$ cat src/hw/rtl/mnp_pkg.sv
// Shared constants for the Montgomery n' inverse chain.
package mnp_pkg;

  localparam int DEFAULT_WORD_WIDTH = 32;
  localparam int FIELD_W            = 32;
  localparam int CFG_W              = 6;
  localparam logic [CFG_W-1:0] WORD_BITS_RESET = 6'd32;

endpackage

$ cat src/hw/rtl/mnp_cell.sv
// One lifting cell: decides bit K of the inverse and updates the running product.
module mnp_cell #(
  parameter int WW = mnp_pkg::DEFAULT_WORD_WIDTH,
  parameter int K  = 1
) (
  input  logic                        clk,
  input  logic                        rst,
  input  logic                        adv,
  input  logic [mnp_pkg::CFG_W-1:0]   word_bits,
  input  logic                        in_valid,
  input  logic [mnp_pkg::FIELD_W-1:0] in_x,
  input  logic [WW-1:0]               in_r,
  input  logic [WW-1:0]               in_p,
  output logic                        out_valid,
  output logic [mnp_pkg::FIELD_W-1:0] out_x,
  output logic [WW-1:0]               out_r,
  output logic [WW-1:0]               out_p
);

  localparam logic [mnp_pkg::CFG_W-1:0] KB = mnp_pkg::CFG_W'(K);

  logic [WW+mnp_pkg::FIELD_W-1:0] x_ext;
  logic [WW-1:0]                  x_w;
  logic                           hit;
  logic [WW-1:0]                  r_next;
  logic [WW-1:0]                  p_next;

  assign x_ext = {{WW{1'b0}}, in_x};
  assign x_w   = x_ext[WW-1:0];

  // (x*r) mod 2^(K+1) > 2^K  <=>  bit K set and some lower bit set
  assign hit = (KB < word_bits) && in_p[K] && (|in_p[K-1:0]);

  always_comb begin
    r_next    = in_r;
    r_next[K] = in_r[K] | hit;
    p_next    = hit ? (in_p + (x_w << K)) : in_p;
  end

  always_ff @(posedge clk) begin
    if (rst) begin
      out_valid <= 1'b0;
    end else if (adv) begin
      out_valid <= in_valid;
    end
  end

  always_ff @(posedge clk) begin
    if (adv) begin
      out_x <= in_x;
      out_r <= r_next;
      out_p <= p_next;
    end
  end

endmodule

$ cat src/hw/rtl/montgomery_n_prime.sv
// Inverse of a modulus word modulo 2^word_bits by a chain of lifting cells, and
// n' = -inverse mod 2^WORD_WIDTH. One modulus word is taken every cycle while
// the output side does not stall. The path holds one input register, loaded on
// the accepting edge, and WORD_WIDTH-1 cells, one per lifted bit. A result
// passes the input register and then each cell register in order before it is
// offered. A stall on the output side holds the whole chain. The user must
// change word_bits only while idle; the block itself does not enforce it.
module montgomery_n_prime #(
  parameter int WORD_WIDTH = mnp_pkg::DEFAULT_WORD_WIDTH
) (
  input  logic                        clk,
  input  logic                        rst,
  input  logic                        cfg_valid,
  output logic                        cfg_ready,
  input  logic [mnp_pkg::CFG_W-1:0]   cfg_data,      // word_bits
  input  logic                        s_axis_tvalid,
  output logic                        s_axis_tready,
  input  logic [mnp_pkg::FIELD_W-1:0] s_axis_tdata,  // modulus_word
  output logic                        m_axis_tvalid,
  input  logic                        m_axis_tready,
  output logic [2*mnp_pkg::FIELD_W-1:0] m_axis_tdata // inverse_word, n_prime_word
);

  localparam int NC = WORD_WIDTH - 1;

  logic [mnp_pkg::CFG_W-1:0]   word_bits;
  logic                        adv;
  logic                        v   [0:NC];
  logic [mnp_pkg::FIELD_W-1:0] x   [0:NC];
  logic [WORD_WIDTH-1:0]       r   [0:NC];
  logic [WORD_WIDTH-1:0]       p   [0:NC];
  logic [WORD_WIDTH+mnp_pkg::FIELD_W-1:0] x_ext;
  logic [WORD_WIDTH+mnp_pkg::FIELD_W-1:0] inv_ext;
  logic [WORD_WIDTH+mnp_pkg::FIELD_W-1:0] np_ext;
  logic [WORD_WIDTH-1:0]       neg_r;

  assign cfg_ready = 1'b1;

  always_ff @(posedge clk) begin
    if (rst) begin
      word_bits <= mnp_pkg::WORD_BITS_RESET;
    end else if (cfg_valid) begin
      word_bits <= cfg_data;
    end
  end

  assign adv           = !v[NC] || m_axis_tready;
  assign s_axis_tready = adv;

  // input register: r = 1, so the running product starts as x
  always_ff @(posedge clk) begin
    if (rst) begin
      v[0] <= 1'b0;
    end else if (adv) begin
      v[0] <= s_axis_tvalid;
    end
  end

  always_ff @(posedge clk) begin
    if (adv) begin
      x[0] <= s_axis_tdata;
    end
  end

  assign x_ext = {{WORD_WIDTH{1'b0}}, x[0]};
  assign p[0]  = x_ext[WORD_WIDTH-1:0];
  assign r[0]  = WORD_WIDTH'(1);

  for (genvar k = 1; k <= NC; k++) begin : g_cell
    mnp_cell #(
      .WW (WORD_WIDTH),
      .K  (k)
    ) u_cell (
      .clk       (clk),
      .rst       (rst),
      .adv       (adv),
      .word_bits (word_bits),
      .in_valid  (v[k-1]),
      .in_x      (x[k-1]),
      .in_r      (r[k-1]),
      .in_p      (p[k-1]),
      .out_valid (v[k]),
      .out_x     (x[k]),
      .out_r     (r[k]),
      .out_p     (p[k])
    );
  end

  assign neg_r   = {WORD_WIDTH{1'b0}} - r[NC];
  assign inv_ext = {{mnp_pkg::FIELD_W{1'b0}}, r[NC]};
  assign np_ext  = {{mnp_pkg::FIELD_W{1'b0}}, neg_r};

  assign m_axis_tvalid = v[NC];
  assign m_axis_tdata  = {np_ext[mnp_pkg::FIELD_W-1:0], inv_ext[mnp_pkg::FIELD_W-1:0]};

endmodule
$ cat config.mk
export PLATFORM = sky130hd
export DESIGN_NAME = montgomery_n_prime
export DESIGN_NICKNAME = d
export VERILOG_FILES = /design/src/hw/rtl/mnp_pkg.sv /design/src/hw/rtl/mnp_cell.sv /design/src/hw/rtl/montgomery_n_prime.sv
export SDC_FILE = /design/constraint.sdc
export NUM_CORES = 2
export LEC_CHECK = 0
export ABC_CLOCK_PERIOD_IN_PS = 279900
export BUFFER_PORTS_ARGS = -buffer_cell sky130_fd_sc_hd__buf_2
export CAP_MARGIN = 20
export CELL_PAD_IN_SITES_DETAIL_PLACEMENT = 0
export CELL_PAD_IN_SITES_GLOBAL_PLACEMENT = 1
export CORE_ASPECT_RATIO = 0.7
export CORE_UTILIZATION = 35
export DETAILED_ROUTE_END_ITERATION = 12
export PLACE_DENSITY_LB_ADDON = 0.15
export SLEW_MARGIN = 20
export SYNTH_ARGS = -nofsm -noshare
export SYNTH_HDL_FRONTEND = slang
export SYNTH_SLANG_ARGS = --single-unit
$ cat constraint.sdc
create_clock -name clk -period 279.9 [get_ports clk]
set_input_delay 83.97 -clock clk [delete_from_list [all_inputs] [get_ports clk]]
set_output_delay 83.97 -clock clk [all_outputs]
set_load 0.02 [all_outputs]
* Word-level counts from Yosys, hierarchy flattened
Index checks and enable logic that the tools add are counted.
Word-level totals: register bits after elaboration 1990, output and inout port bits 67, logic and storage cells 310
Operators by class: add/sub/neg operators 31, $lt $le $gt $ge 31, mux-type cells 30, reductions and logical operators 94
Operator list (number):
- 32-bit adder | 30
- 32-bit 2-to-1 mux | 30
- 5-bit by 6-bit < comparator with 1-bit output, first input constant | 16
- 1-bit logical AND | 62
- 4-bit by 6-bit < comparator with 1-bit output, first input constant | 8
- 1-bit by 32-bit subtractor with 32-bit output, first input constant | 1
- 31-bit OR reduction | 1
- 30-bit OR reduction | 1
- 29-bit OR reduction | 1
- 28-bit OR reduction | 1
- 27-bit OR reduction | 1
- 26-bit OR reduction | 1
- 25-bit OR reduction | 1
- 3-bit by 6-bit < comparator with 1-bit output, first input constant | 4
- 24-bit OR reduction | 1
- 23-bit OR reduction | 1
- 22-bit OR reduction | 1
- 21-bit OR reduction | 1
- 20-bit OR reduction | 1
- 19-bit OR reduction | 1
- 18-bit OR reduction | 1
- 17-bit OR reduction | 1
- 16-bit OR reduction | 1
- 15-bit OR reduction | 1
- 17 further kinds | 18

* Longest topological paths before layout
depth in word-level cells 4, gate-level depth with buffers 12

* By module
A second synthesis with hierarchy kept.
Unflattened totals: cell total of the unflattened synthesis 7912, area, all modules 124094.0 µm²
By module, submodules not included:
- mnp_cell at g_cell[1].u_cell | times used 1, cells each 403, area an instance 5012.3 µm², sequential area each 2902.8 µm²
- mnp_cell at g_cell[3].u_cell | times used 1, cells each 411, area an instance 4946.0 µm², sequential area each 2902.8 µm²
- mnp_cell at g_cell[2].u_cell | times used 1, cells each 388, area an instance 4908.5 µm², sequential area each 2902.8 µm²
- mnp_cell at g_cell[4].u_cell | times used 1, cells each 387, area an instance 4850.9 µm², sequential area each 2902.8 µm²
- mnp_cell at g_cell[5].u_cell | times used 1, cells each 374, area an instance 4740.8 µm², sequential area each 2902.8 µm²
- mnp_cell at g_cell[8].u_cell | times used 1, cells each 363, area an instance 4647.0 µm², sequential area each 2902.8 µm²
- mnp_cell at g_cell[6].u_cell | times used 1, cells each 367, area an instance 4640.7 µm², sequential area each 2902.8 µm²
- mnp_cell at g_cell[10].u_cell | times used 1, cells each 319, area an instance 4385.5 µm², sequential area each 2902.8 µm²
- mnp_cell at g_cell[7].u_cell | times used 1, cells each 324, area an instance 4380.5 µm², sequential area each 2902.8 µm²
- mnp_cell at g_cell[11].u_cell | times used 1, cells each 307, area an instance 4309.1 µm², sequential area each 2902.8 µm²
- mnp_cell at g_cell[9].u_cell | times used 1, cells each 317, area an instance 4289.1 µm², sequential area each 2902.8 µm²
- mnp_cell at g_cell[12].u_cell | times used 1, cells each 294, area an instance 4200.3 µm², sequential area each 2902.8 µm²
- mnp_cell at g_cell[13].u_cell | times used 1, cells each 288, area an instance 4172.8 µm², sequential area each 2902.8 µm²
- mnp_cell at g_cell[14].u_cell | times used 1, cells each 240, area an instance 3922.5 µm², sequential area each 2902.8 µm²
- 18 more rows

* Least setup slack after synthesis
Ideal clock, no wire load.
kind input port to output port, from in m_axis_tready, to out s_axis_tready, arrival 136259 ps, slack 59671 ps, stages 4, cells stage by stage nor2b_1 clkbuf_1 inv_1 clkbuf_1
On the way: word-level cells in the longest chain between the ends 1
RTL lines:
- start: declaration | line montgomery_n_prime.sv:20 | input logic m_axis_tready,
- 1-bit logical OR | line montgomery_n_prime.sv:47 | assign adv = !v[NC] || m_axis_tready;
- end: declaration | line montgomery_n_prime.sv:17 | output logic s_axis_tready,
Every way passes these cells.

* Worst setup path after layout
Ends and elaborated chain as after synthesis.

==> flow_summary_export.csv <==
group,metric,value,unit
yosys,synthFlopType,"edfxtp_1",
placed_design,dp_slack,110.85,ns
worst_setup_path,cpPeakStageDelay,0.36,ns
cells_and_area,fin_util,0.399,
cells_and_area,finalInstanceArea,98200,um^2
cells_and_area,layout_commonest_cell,"edfxtp_1",
worst_hold_path,hold_depth,0,
power_and_ir_drop,p_leak,38.9,nW
floorplanning,dieWidth,597,um
cells_and_area,syn2layout_area_growth,13.1,%
power_and_ir_drop,pwr-share-clk,0.259,
global_route,antenna_found_initial,3,
cells_and_area,mostFrequentLayoutCells,"1,923 x edfxtp_1, 694 x nand2_1, 530 x o21ai_0",
sta,setup-tns-final,0,ns
clock_tree,cts-buffers-inserted,208,
power_and_ir_drop,intPower,723,uW
sta,whs,0.359,ns
power_and_ir_drop,p_sw_frac,0.318,
route,totalWireLength,185000,um
floorplanning,dieArea,250000,um^2
clock_tree,cts.sinks,1961,
route,first_pass_iters,5,
yosys,seq_area_frac_synth,0.674,
yosys,ys_top_cells_by_area,"edfxtp_1 67%, ha_1 6.7%, o21ai_0 3.1%",
placed_design,dp.cells,9652,
placed_design,post_dp_cell_area,91500,um^2
global_route,grt_max_degree,194,
cells_and_area,layout-drive-gt1-share,0.0788,
clock_tree,postCtsSetupBuffers,0,
route,drc_errors,0,
sta,rsz0062_at_grt,"false",
clock_tree,cts_tree,"built",
worst_setup_path,r2r_end,"g_cell[26].u_cell.out_r[15]",
yosys,synth-async-reset-ratio,0,
sta,maxSlewHeadroom,0.299,
yosys,yosys_warnings,0,
worst_setup_path,cpMostUsedCell,"buf_2",
floorplanning,io_pins,110,
route,vias,49900,
worst_setup_path,crit_family,"buffers and inverters",
global_route,track_usage,0.145,
sta,hold_viol,0,
clock_tree,clk_path_buf_depth,4,
global_route,grt_pass1_vias,47600,
power_and_ir_drop,sequentialPowerShare,0.465,
power_and_ir_drop,power.switching,337,uW
floorplanning,coreArea,246000,um^2
sta,drv_slew,0,
route,antenna_left,0,
cells_and_area,fin_nets,7087,
route,drt_iter0_drc,4096,
worst_hold_path,hold_end,"g_cell[14].u_cell.out_r[13]",
yosys,synthCells,6313,
worst_setup_path,cp_slowest_cell,"buf_4",
power_and_ir_drop,power,1.06,mW
clock_tree,cts-root-buf,"clkbuf_16",
yosys,syn-cell-area,86800,um^2
sta,worst_slack,110.86,ns
yosys,syn_area_per_cell,13.7,um^2
status,status,"completed",
run,drv_cap,0,
clock_tree,cts_hold_buf,0,
power_and_ir_drop,vdd_ir_drop_max,0.00558,mV
sta,final-setup-viol-count,0,
sta,worst_pin_slew,1.05,ns
yosys,ys_seq_elements,1961,
yosys,synth_edf_count,1923,
clock_tree,ctsResizeCount,0,
global_route,grt_pass1_wl,285000,um
placed_design,hpwl,130000,um
worst_setup_path,crit_type,"in2out",
worst_setup_path,worstSetupEndpointType,"primary output",
yosys,synth_top_area_cell,"edfxtp_1",
cells_and_area,final.fill_count,22800,
floorplanning,start_util,0.353,
route,wl_per_cell,18.4,um
clock_tree,clk_transition_reported_paths,0.07,ns
worst_setup_path,crit_chain,"buf_2, nor2b_2, buf_4, inv_8, buf_2",
sta,fmax,5.92,MHz
worst_setup_path,rr_startpoint,"g_cell[31].u_cell.out_valid",
global_route,grt-ovfl-total,0,
placed_design,port_buffers,106,
power_and_ir_drop,p_per_area,10.8,nW/um^2
worst_setup_path,reg2reg_slack,275.21,ns
placed_design,globalplace.congestion,0.804,
worst_setup_path,crit_required,195.93,ns
floorplanning,die_h,419,um
worst_setup_path,crit_buf_inv,4,
worst_setup_path,startpoint_type,"primary input",
yosys,synth_top_area_share,0.665,
clock_tree,clk_latency,0.91,ns
worst_hold_path,min_path_type,"reg2reg",
sta,finClkSkew,0.0842,ns
worst_hold_path,min_from,"g_cell[13].u_cell.out_r[13]",
sta,fin_crit,169.04,ns
worst_setup_path,path_max_fanout,33,
clock_tree,cts-htree-levels,4,
sta,period_share,0.604,
yosys,yosysUniqueCellTypes,84,
floorplanning,rows,152,
cells_and_area,fin_cells,10000,
worst_setup_path,arrival,85.07,ns
route,vias_per_cell,4.98,
worst_setup_path,rr_worst_depth,7,
power_and_ir_drop,combPwrFrac,0.275,
[registers in the layout (all words and copies together) (netlist names)]
name / flops
g_cell.u_cell.out_p: 960
g_cell.u_cell.out_r: 496
g_cell.u_cell.out_valid: 31
g_cell.u_cell.out_x: 435
word_bits: 6
p: 32
v: 1
[kinds of logic (layout without fill, tap and decap cells)]
group                      count (synthesis)  after routing  share of synthesized area
xor gates and xnor gates                 386            386                     0.0390
muxes                                     30             30                    0.00369
adders and majority gates                493            493                     0.0736
DFF                                     1961           1961                      0.674
other                                      1              4                  0.0000432
buffers and inverters                    384            781                     0.0168
AOI/OAI and AO/OA                       1539           1539                      0.110
and+or+nand+nor                         1519           1519                     0.0825
[how the worst max path moves through the flow]
stage / endpoint / slack, ns / cells past startpoint / startpoint
after floorplan: s_axis_tready / 59.67 / 4 / m_axis_tready
after global placement: s_axis_tready / 110.87 / 5 / m_axis_tready
after detailed placement: s_axis_tready / 110.85 / 5 / m_axis_tready
after CTS: s_axis_tready / 110.85 / 5 / m_axis_tready
after global routing: s_axis_tready / 110.79 / 5 / m_axis_tready
final: s_axis_tready / 110.86 / 5 / m_axis_tready
[synth_stat cells, types with 47 or more instances]
library cell     n
edfxtp_1      1923
ha_1           464
clkbuf_1       122
nand4_1         47
nand2_1        695
o21ai_0        531
a21o_1         188
inv_1          247
a21oi_1        350
xor2_1         202
and3_1          56
nor2_1         213
o21a_1          73
nor4_1         113
xnor2_1        184
a211oi_1        50
o21bai_1        63
nor3_1          86
nand3_1        102
[routing by layer]
| layer | global-route usage | vias up | wire [um] |
|---|---|---|---|
| met2 | 0.190 | 961 | 69900 |
| met1 | 0.240 | 24100 | 102000 |
| met3 | 0.0256 | 265 | 8760 |
| met5 | 0 | - | 0 |
| li1 | - | 24600 | - |
| met4 | 0.0358 | 0 | 4240 |
[layout make-up]
type | instances | area (um^2) | share of cell area
sequential | 1961 | 58500 | 0.596
multi-input combinational | 3970 | 26900 | 0.274
clock buffer | 244 | 5450 | 0.0555
tap | 3311 | 4140 | 0.0422
clock inverter | 127 | 1260 | 0.0128
timing repair buffer | 163 | 1010 | 0.0103
inverter | 247 | 935 | 0.00952
antenna | 1 | 2.50 | 0.0000255
[power by group through the flow]
stage          combinational [mW]  clock [mW]  sequential (mW)
5_1_grt                     0.329       0.296            0.505
2_1_floorplan               0.220           0            0.477
4_1_cts                     0.290       0.285            0.496
3_5_place_dp                0.288           0            0.500
3_3_place_gp                0.286           0            0.500
6_report                    0.292       0.275            0.493
No activity file was read; power rests on OpenSTA's default activity.
